File: config.mk
export PLATFORM = sky130hd
export DESIGN_NAME = top_k_sum_threshold_check
export DESIGN_NICKNAME = d
export VERILOG_FILES = /design/src/rtl/tksc_pkg.sv /design/src/rtl/tksc_cell.sv /design/src/rtl/top_k_sum_threshold_check.sv
export SDC_FILE = /design/constraint.sdc
export NUM_CORES = 1
export LEC_CHECK = 0
export ABC_CLOCK_PERIOD_IN_PS = 6700
export BUFFER_PORTS_ARGS = -buffer_cell sky130_fd_sc_hd__buf_2
export CAP_MARGIN = 10
export CORE_ASPECT_RATIO = 0.9
export CORE_UTILIZATION = 65
export CTS_CLUSTER_DIAMETER = 60
export CTS_CLUSTER_SIZE = 30
export DETAILED_ROUTE_END_ITERATION = 10
export GPL_ROUTABILITY_DRIVEN = 0
export HOLD_SLACK_MARGIN = 0.12
export PLACE_DENSITY = 0.83
export SYNTH_ARGS = -nofsm -noshare
export SYNTH_HDL_FRONTEND = slang
export SYNTH_SLANG_ARGS = --single-unit
File: constraint.sdc
create_clock -name clk_i -period 6.7 [get_ports clk_i]
set_clock_uncertainty 0.1 [all_clocks]
set_input_delay 1.34 -clock clk_i [delete_from_list [all_inputs] [get_ports clk_i]]
set_output_delay 1.34 -clock clk_i [all_outputs]
set_load 0.02 [all_outputs]
File: src/rtl/tksc_pkg.sv
// ----------------------------------------------------------------------------
// tksc_pkg
// Shared constants and types for the top-k sum threshold check.
// ----------------------------------------------------------------------------
package tksc_pkg;

  localparam int unsigned MAX_SLOTS_DEF   = 8;
  localparam int unsigned WEIGHT_BITS_DEF = 16;

  localparam int unsigned CAP_BITS      = 24;
  localparam int unsigned SLOT_BITS     = 4;
  localparam int unsigned KEPT_SUM_BITS = 19;
  localparam int unsigned CFG_IDX_BITS  = 2;
  localparam int unsigned CFG_DATA_BITS = 24;
  localparam int unsigned M_DATA_BITS   = 24;

  localparam logic [CAP_BITS-1:0]     CAPACITY_RST = 24'hFF_FFFF;
  localparam logic [SLOT_BITS-1:0]    SLOTS_RST    = 4'd8;
  localparam logic [CFG_IDX_BITS-1:0] REG_CAPACITY = 2'd0;
  localparam logic [CFG_IDX_BITS-1:0] REG_SLOTS    = 2'd1;

  typedef struct packed {
    logic load;   // absorb a weight this cycle
    logic shift;  // drain: shift store toward the tail
  } cell_ctrl_t;

endpackage

File: src/rtl/tksc_cell.sv
// ----------------------------------------------------------------------------
// tksc_cell
// One slot of the sorted store: compare, insert or shift from its neighbor.
// ----------------------------------------------------------------------------
module tksc_cell #(
  parameter int unsigned WEIGHT_BITS = tksc_pkg::WEIGHT_BITS_DEF
) (
  input  logic                   clk_i,
  input  logic                   rst_ni,
  input  tksc_pkg::cell_ctrl_t   ctrl_i,
  input  logic                   active_i,
  input  logic [WEIGHT_BITS-1:0] weight_i,
  input  logic [WEIGHT_BITS-1:0] prev_val_i,
  input  logic                   prev_lt_i,
  output logic [WEIGHT_BITS-1:0] val_o,
  output logic                   lt_o
);

  logic [WEIGHT_BITS-1:0] val_q, val_d;

  assign lt_o  = (val_q < weight_i);
  assign val_o = val_q;

  always_comb begin
    val_d = val_q;
    if (ctrl_i.shift) begin
      val_d = prev_val_i;
    end else if (ctrl_i.load) begin
      if (!active_i) begin
        val_d = '0;
      end else if (lt_o && !prev_lt_i) begin
        val_d = weight_i;
      end else if (prev_lt_i) begin
        val_d = prev_val_i;
      end
    end
  end

  always_ff @(posedge clk_i or negedge rst_ni) begin
    if (!rst_ni) begin
      val_q <= '0;
    end else begin
      val_q <= val_d;
    end
  end

endmodule

File: src/rtl/top_k_sum_threshold_check.sv
// ----------------------------------------------------------------------------
// top_k_sum_threshold_check
// Keeps the k largest weights of a group in a row of sorted cells; at group
// end drains the row into an adder and reports the sum against capacity.
// ----------------------------------------------------------------------------
// Throughput: one weight per cycle inside a group.
// Group end: the input stalls while the cell row drains, tail first, through
// the accumulator; the result is loaded into the output register once that is
// free, and the input takes the next weight after that.
// Reset: asynchronous; empties the store, capacity and k to reset values.
// ----------------------------------------------------------------------------
module top_k_sum_threshold_check #(
  parameter int unsigned MAX_SLOTS   = tksc_pkg::MAX_SLOTS_DEF,
  parameter int unsigned WEIGHT_BITS = tksc_pkg::WEIGHT_BITS_DEF,
  localparam int unsigned S_DATA_BITS = ((WEIGHT_BITS + 7) / 8) * 8
) (
  input  logic                               clk_i,
  input  logic                               rst_ni,
  input  logic                               cfg_valid_i,
  output logic                               cfg_ready_o,
  input  logic [tksc_pkg::CFG_IDX_BITS-1:0]  cfg_index_i,
  input  logic [tksc_pkg::CFG_DATA_BITS-1:0] cfg_data_i,
  input  logic                               s_axis_tvalid,
  output logic                               s_axis_tready,
  input  logic [S_DATA_BITS-1:0]             s_axis_tdata,  // weight
  input  logic                               s_axis_tlast,  // group_end
  output logic                               m_axis_tvalid,
  input  logic                               m_axis_tready,
  output logic [tksc_pkg::M_DATA_BITS-1:0]   m_axis_tdata   // fits, kept_sum
);

  localparam int unsigned KW       = $clog2(MAX_SLOTS + 1);
  localparam int unsigned SUM_BITS = WEIGHT_BITS + $clog2(MAX_SLOTS + 1);
  localparam int unsigned CMP_BITS = (SUM_BITS > tksc_pkg::CAP_BITS) ?
                                     SUM_BITS : tksc_pkg::CAP_BITS;
  localparam int unsigned KS       = tksc_pkg::KEPT_SUM_BITS;

  localparam logic ST_RUN   = 1'b0;
  localparam logic ST_DRAIN = 1'b1;

  logic [tksc_pkg::CAP_BITS-1:0]  capacity_q;
  logic [tksc_pkg::SLOT_BITS-1:0] slots_q;
  logic                           state_q, state_d;
  logic [KW-1:0]                  cnt_q, cnt_d;
  logic [SUM_BITS-1:0]            acc_q, acc_d;
  logic                           m_valid_q, m_valid_d;
  logic                           fits_q, fits_d;
  logic [KS-1:0]                  ksum_q, ksum_d;

  logic [KW-1:0]          k_eff;
  logic                   s_acc, out_free, drain_done;
  logic [WEIGHT_BITS-1:0] weight;
  logic [CMP_BITS-1:0]    acc_ext;
  tksc_pkg::cell_ctrl_t   ctrl;

  logic [WEIGHT_BITS-1:0] val [MAX_SLOTS];
  logic                   lt  [MAX_SLOTS];

  assign cfg_ready_o   = 1'b1;
  assign s_axis_tready = (state_q == ST_RUN);
  assign s_acc         = s_axis_tvalid && s_axis_tready;
  assign weight        = s_axis_tdata[WEIGHT_BITS-1:0];
  assign out_free      = !m_valid_q || m_axis_tready;
  assign drain_done    = (cnt_q == KW'(MAX_SLOTS));

  always_comb begin
    if (slots_q == '0) begin
      k_eff = KW'(1);
    end else if (32'(slots_q) > MAX_SLOTS) begin
      k_eff = KW'(MAX_SLOTS);
    end else begin
      k_eff = KW'(slots_q);
    end
  end

  assign ctrl.load  = s_acc;
  assign ctrl.shift = (state_q == ST_DRAIN) && !drain_done;

  for (genvar i = 0; i < MAX_SLOTS; i++) begin : g_cell
    logic [WEIGHT_BITS-1:0] pv;
    logic                   pl;
    if (i == 0) begin : g_head
      assign pv = '0;
      assign pl = 1'b0;
    end else begin : g_link
      assign pv = val[i-1];
      assign pl = lt[i-1];
    end
    tksc_cell #(
      .WEIGHT_BITS(WEIGHT_BITS)
    ) u_cell (
      .clk_i      (clk_i),
      .rst_ni     (rst_ni),
      .ctrl_i     (ctrl),
      .active_i   (KW'(i) < k_eff),
      .weight_i   (weight),
      .prev_val_i (pv),
      .prev_lt_i  (pl),
      .val_o      (val[i]),
      .lt_o       (lt[i])
    );
  end

  assign acc_ext = CMP_BITS'(acc_q);

  always_comb begin
    state_d   = state_q;
    cnt_d     = cnt_q;
    acc_d     = acc_q;
    m_valid_d = m_valid_q && !m_axis_tready;
    fits_d    = fits_q;
    ksum_d    = ksum_q;
    case (state_q)
      ST_RUN: begin
        if (s_acc && s_axis_tlast) begin
          state_d = ST_DRAIN;
          cnt_d   = '0;
          acc_d   = '0;
        end
      end
      ST_DRAIN: begin
        if (!drain_done) begin
          acc_d = acc_q + SUM_BITS'(val[MAX_SLOTS-1]);
          cnt_d = cnt_q + KW'(1);
        end else if (out_free) begin
          m_valid_d = 1'b1;
          fits_d    = (acc_ext <= CMP_BITS'(capacity_q));
          ksum_d    = (acc_ext > CMP_BITS'({KS{1'b1}})) ? {KS{1'b1}} : acc_ext[KS-1:0];
          state_d   = ST_RUN;
        end
      end
      default: state_d = ST_RUN;
    endcase
  end

  always_ff @(posedge clk_i or negedge rst_ni) begin
    if (!rst_ni) begin
      capacity_q <= tksc_pkg::CAPACITY_RST;
      slots_q    <= tksc_pkg::SLOTS_RST;
      state_q    <= ST_RUN;
      cnt_q      <= '0;
      acc_q      <= '0;
      m_valid_q  <= 1'b0;
    end else begin
      if (cfg_valid_i) begin
        case (cfg_index_i)
          tksc_pkg::REG_CAPACITY: capacity_q <= cfg_data_i[tksc_pkg::CAP_BITS-1:0];
          tksc_pkg::REG_SLOTS:    slots_q    <= cfg_data_i[tksc_pkg::SLOT_BITS-1:0];
          default: ;
        endcase
      end
      state_q   <= state_d;
      cnt_q     <= cnt_d;
      acc_q     <= acc_d;
      m_valid_q <= m_valid_d;
    end
  end

  always_ff @(posedge clk_i) begin
    fits_q <= fits_d;
    ksum_q <= ksum_d;
  end

  assign m_axis_tvalid = m_valid_q;
  assign m_axis_tdata  = {{(tksc_pkg::M_DATA_BITS - KS - 1){1'b0}}, ksum_q, fits_q};

endmodule
Word-level counts from Yosys, hierarchy flattened
Index checks and enable logic that the tools add are counted. W data, S select, Z words.

Logic and storage cells: 141. Output and inout bits: 27. Register bits after elaboration: 202. Input port bits: 48.

Equal/unequal tests: 12. Mux-type cells: 54. Bitwise operators: 1. Magnitude comparators: 19. Add/subtract/negate cells: 2. Reductions and logical operators: 37.

Operators by type and width (count): $mux W16 (39); $lt A16 B16 Y1 (8); $mux W20 (2); $pmux W20 S2 (1); $ne A4 B4 Y1 const B (7); $le A20 B24 Y1 (1); $reduce_and A2 Y1 (11); $add A20 B16 Y20 (1); $gt A20 B19 Y1 const B (1); $lt A3 B4 Y1 const A (4); $mux W4 (4); $logic_and A1 B1 Y1 (11); $logic_not A1 Y1 (10); $lt A1 B4 Y1 const A (2); $lt A2 B4 Y1 const A (2); $pmux W4 S2 (1); $mux W1 (6); $add A4 B1 Y4 const B (1); $eq A4 B4 Y1 const B (1); $gt A4 B4 Y1 const B (1); $logic_not A4 Y1 (1); $ne A3 B2 Y1 const B (1); $reduce_and A3 Y1 (1); $eq A2 B1 Y1 const B (1); other kinds (7) (7).

Logic depth before layout (Yosys ltp)
Gate-level depths: netlist of run 1.

Depth in word-level cells: 7. Gate-level depth with buffers: 13. Gate-level depth less buffers: 11.

Hierarchy
Synthesis of run 1 repeated with hierarchy kept, for this count alone.

Cell total of the unflattened synthesis: 1601. Area total of the unflattened synthesis: 15406.0 um^2.

Modules (own cells, without submodules): tksc_cell (sequential area each 400.4 um^2, area an instance 1387.6 um^2, times used 8, cells an instance 146); top_k_sum_threshold_check (sequential area each 1983.2 um^2, area an instance 4305.4 um^2, times used 1, cells an instance 433).

Worst setup path before layout of run 1
Ideal clock, no wire load.

Path type: input port to flip-flop. Start: in s_axis_tdata[5]. End: reg g_cell[6].u_cell.val_q[10]. Data required time: 6463 ps. Cell stages on the path: 12. Path slack: 2842 ps. Library setup time: 137 ps. Arrival time: 3621 ps. Buffers on the path: 2. Cells stage by stage: inv_1 > ha_1 > a21o_1 > a2111oi_0 > a21oi_1 > o31a_1 > nor2b_1 > and2_1 > buf_2 > buf_6 > a22oi_1 > a21oi_1.

Longest elaborated chain between the ends: 7. Elaborated cells on any way between the ends: 10. Classes of those cells: order compare: 2; eq/ne: 1; mux: 4; reduce/logical: 3.

Ends and longest elaborated chain: start: declaration (RTL line top_k_sum_threshold_check.sv:25) `input logic [S_DATA_BITS-1:0] s_axis_tdata,`; $lt A16 B16 Y1 (RTL line tksc_cell.sv:21) `assign lt_o = (val_q < weight_i);`; $logic_not A1 Y1 (RTL line tksc_cell.sv:31) `end else if (lt_o && !prev_lt_i) begin`; $logic_and A1 B1 Y1 (RTL line tksc_cell.sv:31); $mux W16 (RTL line tksc_cell.sv:31); $mux W16 (RTL line tksc_cell.sv:29) `if (!active_i) begin`; $mux W16 (RTL line tksc_cell.sv:28) `end else if (ctrl_i.load) begin`; $mux W16 (RTL line tksc_cell.sv:26) `if (ctrl_i.shift) begin`; end signal: assignment (RTL line tksc_cell.sv:43) `val_q <= val_d;`; end: declaration (RTL line tksc_cell.sv:19) `logic [WEIGHT_BITS-1:0] val_q, val_d;`.

Several ways; a longest one is shown, not always the timed one. The select of a mux whose other input is x is not followed. A chain may end at the register's enable or synchronous reset.

Worst setup path after layout of run 1
Start: in s_axis_tdata[9]. End: reg g_cell[2].u_cell.val_q[9].

Longest elaborated chain between the ends: 7. Elaborated cells on any way between the ends: 10. Classes of those cells: order compare: 2; eq/ne: 1; mux: 4; reduce/logical: 3.

Ends and longest elaborated chain (RTL line): $lt A16 B16 Y1 (tksc_cell.sv:21); $logic_not A1 Y1 (tksc_cell.sv:31); $logic_and A1 B1 Y1 (tksc_cell.sv:31); $mux W16 (tksc_cell.sv:31); $mux W16 (tksc_cell.sv:29); $mux W16 (tksc_cell.sv:28); $mux W16 (tksc_cell.sv:26); end signal: assignment (tksc_cell.sv:43); end: declaration (tksc_cell.sv:19).

Several ways; a longest one is shown, not always the timed one. The select of a mux whose other input is x is not followed.

==> results of run 1 <==
[worst paths after layout]
check | from | endpoint | depth (start not counted)
setup / recovery | s_axis_tdata[9] | g_cell[2].u_cell.val_o[9]$_DFFE_PN0P_ | 11
hold / removal | capacity_q[2]$_DFFE_PN1P_ | capacity_q[2]$_DFFE_PN1P_ | 2
setup reg to reg | g_cell[2].u_cell.val_o[9]$_DFFE_PN0P_ | g_cell[2].u_cell.val_o[9]$_DFFE_PN0P_ | 9
hold reg to reg | capacity_q[2]$_DFFE_PN1P_ | capacity_q[2]$_DFFE_PN1P_ | 2
max in group asynchronous | rst_ni | g_cell[4].u_cell.val_o[9]$_DFFE_PN0P_ | 2
min in group asynchronous | rst_ni | acc_q[14]$_DFFE_PN0P_ | 2
[metrics by stage]
stage          hold slack, ns  setup slack [ns]  cell area, um2  total power, mW  instances
3_3_place_gp           0.3935             1.778           12970            5.290       1519
4_1_cts                0.4149             2.210           13440            6.398       1544
2_1_floorplan          0.3724             2.842           12510            4.590       1256
6_report               0.4169             1.976           13440            6.466       1544
5_1_grt                0.4332             1.853           13440            6.923       1544
3_5_place_dp           0.4013             1.749           12970            5.465       1519
[placed cells by master (no fill, tap or decap), drive strengths merged, types with 20 or more instances in the layout]
master and count:
a21o 40, a21oi 118, a22oi 64, buf 79, dfrtp 157, dfstp 25, edfxtp 20, ha 158
inv 65, mux2 25, nand2 67, nand3 43, nor2 75, nor3 22, o21ai 100, or2 20
[cell families after synthesis]
kind of cell,after synthesis,share of synthesized area (%)
flip-flops,202,41.49
adder cells (fa/ha/maj),159,15.97
XOR/XNOR,16,1.121
multiplexers,27,2.412
AND/OR/NAND/NOR,293,11.83
other,2,0.06008
AO/OA/AOI/OAI,431,22.79
buffers and inverters,123,4.324
[per-layer routing]
metal,up-vias,wire [um]
li1,4736,-
met1,4983,13930
met2,489,14800
met3,100,2857
met4,0,1170
met5,-,0
[sequential cells by signal, summed over array words and instances (netlist names)]
signal / flops
g_cell.u_cell.val_o: 128
capacity_q: 24
acc_q: 20
ksum_q: 19
cnt_q: 4
slots_q: 4
fits_q: 1
m_axis_tvalid: 1
state_q: 1
[area by class of cell]
cell class | instances | area, um2
Timing Repair Buffer | 79 | 439.2
Multi-Input combinational cell | 931 | 6809
Tap cell | 245 | 306.5
Clock inverter | 7 | 62.56
Sequential cell | 202 | 5186
Clock buffer | 18 | 406.6
Inverter | 62 | 232.7
Fill cell | 1389 | 5140
[tightest hold or removal path: stages (launching register included)]
cell and delay [ns]:
dfstp_2 0.37, inv_1 0.06, o21ai_0 0.08
[report_power, final]
part | internal [mW] | leakage (nW) | total, mW | switching [mW]
registers | 1.78 | 2.43 | 2.27 | 0.490
clock network | 0.448 | 0.232 | 0.917 | 0.469
logic | 1.36 | 3.68 | 3.28 | 1.92
==> impl_metrics.tcl, run 1 <==
set metrics [dict create \
    worst_path_max_delay_cell "nor4_4" \
    setup_tns_ns 0 \
    netlist_area_um2 12500 \
    hp-class "register to register" \
    met3_usage_pct 6.541 \
    post_cts_buffers 0 \
    drcViolationCount 0 \
    cts_tree "done" \
    drtIter0Drc 1034 \
    ys_types 64 \
    cp_cell_sequence "buf_2 -> inv_1 -> ha_1 -> a21oi_1 -> o21ai_0 -> nor4b_1 -> o21ai_0 -> a31o_2 -> nor4_4 -> a22oi_1 -> o21ai_0" \
    fin_nets 1498 \
    cts_buffers 15 \
    drt_wl_total_um 32760 \
    reg2reg_slack_ns 3.06 \
    path_clk_slew_ns 0.08 \
    antenna_found_initial 0 \
    row_count 47 \
    worst_slew_margin_rel_pct 12.38 \
    crit_top_cell "o21ai_0" \
    max_cap_viol_count 0 \
    setup_viol 0 \
    required_ns 6.99 \
    grt_pass1_vias 9957 \
    cp.buffers_inverters 2 \
    viasPerCell 6.676 \
    antenna_cells 0 \
    ys_top_cells_by_count "ha_1 (158), dfrtp_1 (157), a21oi_1 (116)" \
    synth_area_leaders "dfrtp_1 (31%), ha_1 (16%), dfstp_2 (5.3%)" \
    fin_crit_ns 4.724 \
    cts_resized 0 \
    numClockSinks 202 \
    critPathArrivalTime_ns 5.02 \
    grt_max_degree 183 \
    ctsHoldBuffers 0 \
    yosys.area.top_type "dfrtp_1" \
    synth_top_cell_area_share_pct 31.43 \
    ys_seq_area_share_pct 41.49 \
    ant_nets 0 \
    cp-end-kind "register" \
    slowest_delay_ns 1.06 \
    cts_max_level 1 \
    grt_use_met2_pct 52.66 \
    drive_gt1_share_pct 15.24 \
    start_util_pct 67.27 \
    wl_per_cell_um 21.22 \
    grt_use_met1_pct 47.93 \
    io_buffers 69 \
    num_vias 10308 \
    grt_usage_pct 34.08 \
    power_density_nw_per_um2 481.0 \
    firstDrtPassIters 6 \
    outcome "complete, no violations" \
    synth-main-ff-cell "dfrtp_1" \
    utilization_pct 72.34 \
    p_leak_nw 6.350 \
    die_h_um 133.6 \
    cts.path.max_buffers 3 \
    yosysWarnings 0 \
    postSynth.asyncResetShare_pct 90.10 \
    hpwl_um 22950 \
    cp_max_fo 16 \
    die_x_um 148.2 \
    critPathKind "input port to register" \
    dieArea_um2 19790 \
    worstMarginPinSlew_ns 1.305 \
    rsz0062_at_grt "no" \
    startpoint_type "input port" \
    grt-busiest-layer "met2" \
    core-area_um2 18580 \
    clkLatencyLatePin_ns 0.48 \
    synth.avg_cell_area_um2 9.977 \
    synth.most_common_cell "ha_1" \
    synth_edf_count 20 \
    hold_viol_final 0 \
    grt_first_pass_wirelength_um 52920 \
    synth_cells 1253 \
    maxSlewViolCount 0 \
    crit_family "simple AND/OR/NAND/NOR gates" \
    ir_drop_uv 250.1 \
    cts-root-buf "clkbuf_16" \
    ys_ff_latch 202 \
    timing.final.crit_share_pct 70.51 \
    area_growth_pct 7.537 \
    grt-ovfl-total 0 \
    fmax_ghz 0.2117 \
    ioPinCount 75 \
]
(Power assumes the default switching activity.)
==> run 2, diff against run 1 <==
ABC_CLOCK_PERIOD_IN_PS = 4000   (was 6700)
CORE_UTILIZATION = 56   (was 65)
PLACE_DENSITY = 0.76   (was 0.83)
clock period = 4 ns   (was 6.7 ns; I/O delays follow)
==> run 2 against run 1 <==
Net effect:
- total power rose by 74%
- critical path depth unchanged
- global-route usage down 4.5 points
- sequential share of layout area is 1.9 points lower
- count of clock-buffer cells in the layout grew 4
- critical endpoint is now g_cell[7].u_cell.val_o[6]$_DFFE_PN0P_
==> impl_metrics.tcl, run 2 (synthesis gave the netlist of run 1 again) <==
set metrics [dict create \
    max_cap_viol_count 0 \
    sw_frac_of_total_pct 43.32 \
    cts_tree "done" \
    ctsHoldBuffers 0 \
    power_frac_comb_pct 51.0 \
    p_int_mw 6.377 \
    worstMarginPinSlew_ns 1.250 \
    path_clk_slew_ns 0.08 \
    grt_max_degree 74 \
    ant_nets 0 \
    startpoint_type "input port" \
    hpwl_um 23700 \
    die_h_um 143.7 \
    wl_per_cell_um 19.99 \
    design_area_um2 14150 \
    whs_ns 0.2164 \
    p_sw_mw 4.875 \
    utilization_pct 65.05 \
    p_leak_nw 6.712 \
    worst_slew_margin_rel_pct 16.14 \
    antenna_found_initial 0 \
    cts_resized 0 \
    critPathKind "input port to register" \
    maxSlewViolCount 0 \
    dieArea_um2 22930 \
    grt_first_pass_wirelength_um 54040 \
    drcViolationCount 0 \
    row_count 51 \
    drtIter0Drc 896 \
    placed_cell_area_um2 13590 \
    critPathArrivalTime_ns 4.06 \
    numClockSinks 202 \
    hold_viol_final 0 \
    final_common_cell "ha_1" \
    cts_max_level 1 \
    core-area_um2 21760 \
    setup_viol 0 \
    cp_max_fo 16 \
    timing.final.crit_share_pct 92.70 \
    cts.path.max_buffers 3 \
    post_cts_buffers 0 \
    instances_no_fill 1652 \
    num_vias 10300 \
    dp_cells 1621 \
    required_ns 4.35 \
    ioPinCount 75 \
    hp-class "input port to async pin" \
    ir_drop_uv 442.4 \
    largest_reg_flops 128 \
    clkLatencyLatePin_ns 0.52 \
    outcome "complete, no violations" \
    setup_tns_ns 0 \
    drt_wl_total_um 33020 \
    worst_slack_ns 0.2921 \
    final_cell_mix "ha_1 (158), dfrtp_1 (157), a21oi_1 (115)" \
    fmax_ghz 0.2697 \
    die_x_um 159.5 \
    rsz0062_at_grt "no" \
    cts-root-buf "clkbuf_16" \
    io_buffers 69 \
    dp_slack_ns 0.002846 \
    pwr-share-clk_pct 15.4 \
    viasPerCell 6.235 \
    antenna_cells 0 \
    power_density_nw_per_um2 794.9 \
    power_mw 11.25 \
    fin_nets 1557 \
    cp-end-kind "register" \
    p_seq_share_pct 33.6 \
    grt_usage_pct 29.58 \
    firstDrtPassIters 5 \
    cts_buffers 18 \
    start_util_pct 57.45 \
    fin_crit_ns 3.708 \
    grt_pass1_vias 10091 \
    drive_gt1_share_pct 19.03 \
    area_growth_pct 13.23 \
    grt-ovfl-total 0 \
]
## run 2: final cells by class
type	count	area [um2]
fillers	1700	7605
multi-input cells	931	6809
flip-flops and latches	202	5186
repair buffers	135	997.2
clock buffers	22	485.5
well taps	291	364.1
inverters	62	232.7
clock inverters	9	80.08
## run 2: worst paths after layout
kind	cells after the start	startpoint	end	slack [ns]
worst max-delay path	11	s_axis_tdata[5]	g_cell[7].u_cell.val_o[6]$_DFFE_PN0P_	0.29
worst min-delay path	1	rst_ni	acc_q[15]$_DFFE_PN0P_	0.22
min in group clk_i	3	cfg_data_i[4]	capacity_q[4]$_DFFE_PN1P_	0.39
worst min register to register	2	capacity_q[13]$_DFFE_PN1P_	capacity_q[13]$_DFFE_PN1P_	0.41
max in group asynchronous	3	rst_ni	g_cell[1].u_cell.val_o[6]$_DFFE_PN0P_	2.70
worst max register to register	9	g_cell[5].u_cell.val_o[5]$_DFFE_PN0P_	g_cell[5].u_cell.val_o[15]$_DFFE_PN0P_	0.57
## run 2: power by group through the flow
stage / registers [mW] / clock network [mW] / logic, mW
5_1_grt: 3.87 / 1.83 / 6.43
4_1_cts: 3.76 / 1.75 / 5.69
6_report: 3.78 / 1.74 / 5.74
3_3_place_gp: 3.76 / 0 / 5.42
2_1_floorplan: 3.52 / 0 / 4.16
3_5_place_dp: 3.79 / 0 / 5.63
## run 2: routing by layer
| metal | up-vias | part of all wire (%) | GRT usage, % |
|---|---|---|---|
| met4 | 0 | 2.9 | 10.43 |
| met2 | 392 | 45 | 46.77 |
| met1 | 5001 | 45 | 41.96 |
| li1 | 4848 | - | - |
| met5 | - | 0 | 0 |
| met3 | 59 | 6.7 | 3.752 |
## run 2: worst max-delay path, stage by stage
cell and delay [ns]:
buf_2 0.17, inv_1 0.11, buf_4 0.18, ha_1 0.31
a21o_1 0.16, nand3_1 0.07, a21oi_1 0.08, a2111oi_0 0.63
o21ai_1 0.22, o21ai_1 1.01, a221o_1 0.31
==> run 3, diff against run 2 <==
CORE_UTILIZATION = 50   (was 56)
PLACE_DENSITY = 0.69   (was 0.76)
==> run 3 against run 2 <==
Net effect:
- first-iteration DRC count fell by 11%
- design area rose by 1.5%
- setup slack improved by 0.20 ns
- critical path depth fell by 1
- sequential share of layout area fell by 0.54 points
- sequential power barely moved
- routed wire length rose by 0.16%
- sequential cell count did not move
- clock power rose by 16%
- register-to-register slack improved by 0.15 ns
- combinational power barely moved
- critical path type unchanged
- largest cell class unchanged
==> impl_metrics.tcl, run 3 (synthesis gave the netlist of run 1 again) <==
set metrics [dict create \
    cts_max_level 1 \
    drcViolationCount 0 \
    maxSlewViolCount 0 \
    cts-root-buf "clkbuf_16" \
    setup_viol 0 \
    max_cap_viol_count 0 \
    drive_gt1_share_pct 19.52 \
    wl_per_cell_um 19.41 \
    design_area_um2 14370 \
    post_cts_buffers 0 \
    critPathArrivalTime_ns 3.84 \
    hp-class "input port to async pin" \
    num_vias 10208 \
    grt_first_pass_wirelength_um 54540 \
    required_ns 4.33 \
    fin_crit_ns 3.507 \
    io_buffers 69 \
    grt-ovfl-total 0 \
    rsz0062_at_grt "no" \
    row_count 54 \
    grt_max_degree 79 \
    cts_tree "done" \
    ant_nets 0 \
    fin_nets 1561 \
    antenna_cells 0 \
    cts.path.max_buffers 3 \
    hpwl_um 24650 \
    outcome "complete, no violations" \
    instances_no_fill 1704 \
    die_x_um 168.7 \
    worst_slack_ns 0.4934 \
    dp_slack_ns -0.002439 \
    antenna_found_initial 0 \
    whs_ns 0.2594 \
    placed_cell_area_um2 13650 \
    numClockSinks 202 \
    core-area_um2 24390 \
    power_mw 11.53 \
    cp_max_fo 16 \
    fmax_ghz 0.2852 \
    grt_pass1_vias 10233 \
    drtIter0Drc 800 \
    cts_resized 0 \
    die_h_um 152.0 \
    ctsHoldBuffers 0 \
    firstDrtPassIters 5 \
    dieArea_um2 25640 \
    timing.final.crit_share_pct 87.66 \
    cp-end-kind "register" \
    worstMarginPinSlew_ns 1.187 \
    ioPinCount 75 \
    cts_buffers 20 \
    grt_usage_pct 26.57 \
    worst_slew_margin_rel_pct 20.41 \
    largest_reg_flops 128 \
    nFillCells 2014 \
    critPathKind "input port to register" \
    clkLatencyLatePin_ns 0.53 \
    drt_wl_total_um 33070 \
    ir_drop_uv 524.3 \
    dp_cells 1667 \
    final_common_cell "ha_1" \
    final_cell_mix "ha_1 (158), dfrtp_1 (157), a21oi_1 (115)" \
    startpoint_type "input port" \
    p_leak_nw 6.786 \
    power_density_nw_per_um2 802.8 \
    hold_viol_final 0 \
    area_growth_pct 14.93 \
    viasPerCell 5.991 \
    start_util_pct 51.25 \
    path_clk_slew_ns 0.07 \
]
## run 3: changes by cell type in the layout (fill, tap and decap cells not counted), moves of 2 or more
cell	before	now
clkinv_2	3	0
clkbuf_16	18	21
clkinv_4	0	3
buf_4	54	56
inv_12	0	3
## run 3: report_power, final
group	leakage [nW]	internal, mW	switching [mW]
clock network	0.340	1.05	0.972
logic	4.01	2.54	3.20
registers	2.43	2.98	0.789
total	6.79	6.57	4.97
## run 3: cell type report
type / count / area [um2] / share of cell area [%]
clock inverters: 13 / 163.9 / 1.141
flip-flops and latches: 202 / 5186 / 36.10
clock buffers: 23 / 543.0 / 3.780
multi-input cells: 931 / 6809 / 47.39
well taps: 336 / 420.4 / 2.926
repair buffers: 137 / 1012 / 7.045
inverters: 62 / 232.7 / 1.620
## run 3: per-stage QoR
step                 TNS (ns)  util, %
floorplan                   0        -
global placement            0    55.98
detailed placement  -0.002439    55.98
CTS                         0    58.87
global route                0    58.91
finish                      0    58.91
## run 3: layer usage
| metal | GRT usage, % | share of wire (%) | up-vias |
|---|---|---|---|
| met3 | 3.464 | 5.1 | 53 |
| met1 | 38.60 | 47 | 4990 |
| met4 | 7.532 | 2.5 | 0 |
| met2 | 41.50 | 45 | 292 |
| met5 | 0 | 0 | - |
| li1 | - | - | 4873 |
## run 3: critical path, stage by stage
cell and delay [ns]:
buf_2 0.10, inv_1 0.25, ha_1 0.32, a21o_1 0.19
a2111oi_0 0.44, a21oi_1 0.16, o31a_1 0.39, nor4b_4 0.81
a221oi_1 0.17, a21oi_1 0.20
## run 3: worst paths after layout
path | from | to | slack, ns | cells past startpoint
max | s_axis_tdata[5] | g_cell[5].u_cell.val_o[13]$_DFFE_PN0P_ | 0.49 | 10
min | rst_ni | acc_q[15]$_DFFE_PN0P_ | 0.26 | 1
max reg2reg | g_cell[4].u_cell.val_o[2]$_DFFE_PN0P_ | g_cell[5].u_cell.val_o[13]$_DFFE_PN0P_ | 0.72 | 10
min reg2reg | capacity_q[11]$_DFFE_PN1P_ | capacity_q[11]$_DFFE_PN1P_ | 0.41 | 2
max in group asynchronous | rst_ni | capacity_q[20]$_DFFE_PN1P_ | 2.76 | 2
min in group clk_i | cfg_data_i[19] | capacity_q[19]$_DFFE_PN1P_ | 0.39 | 3
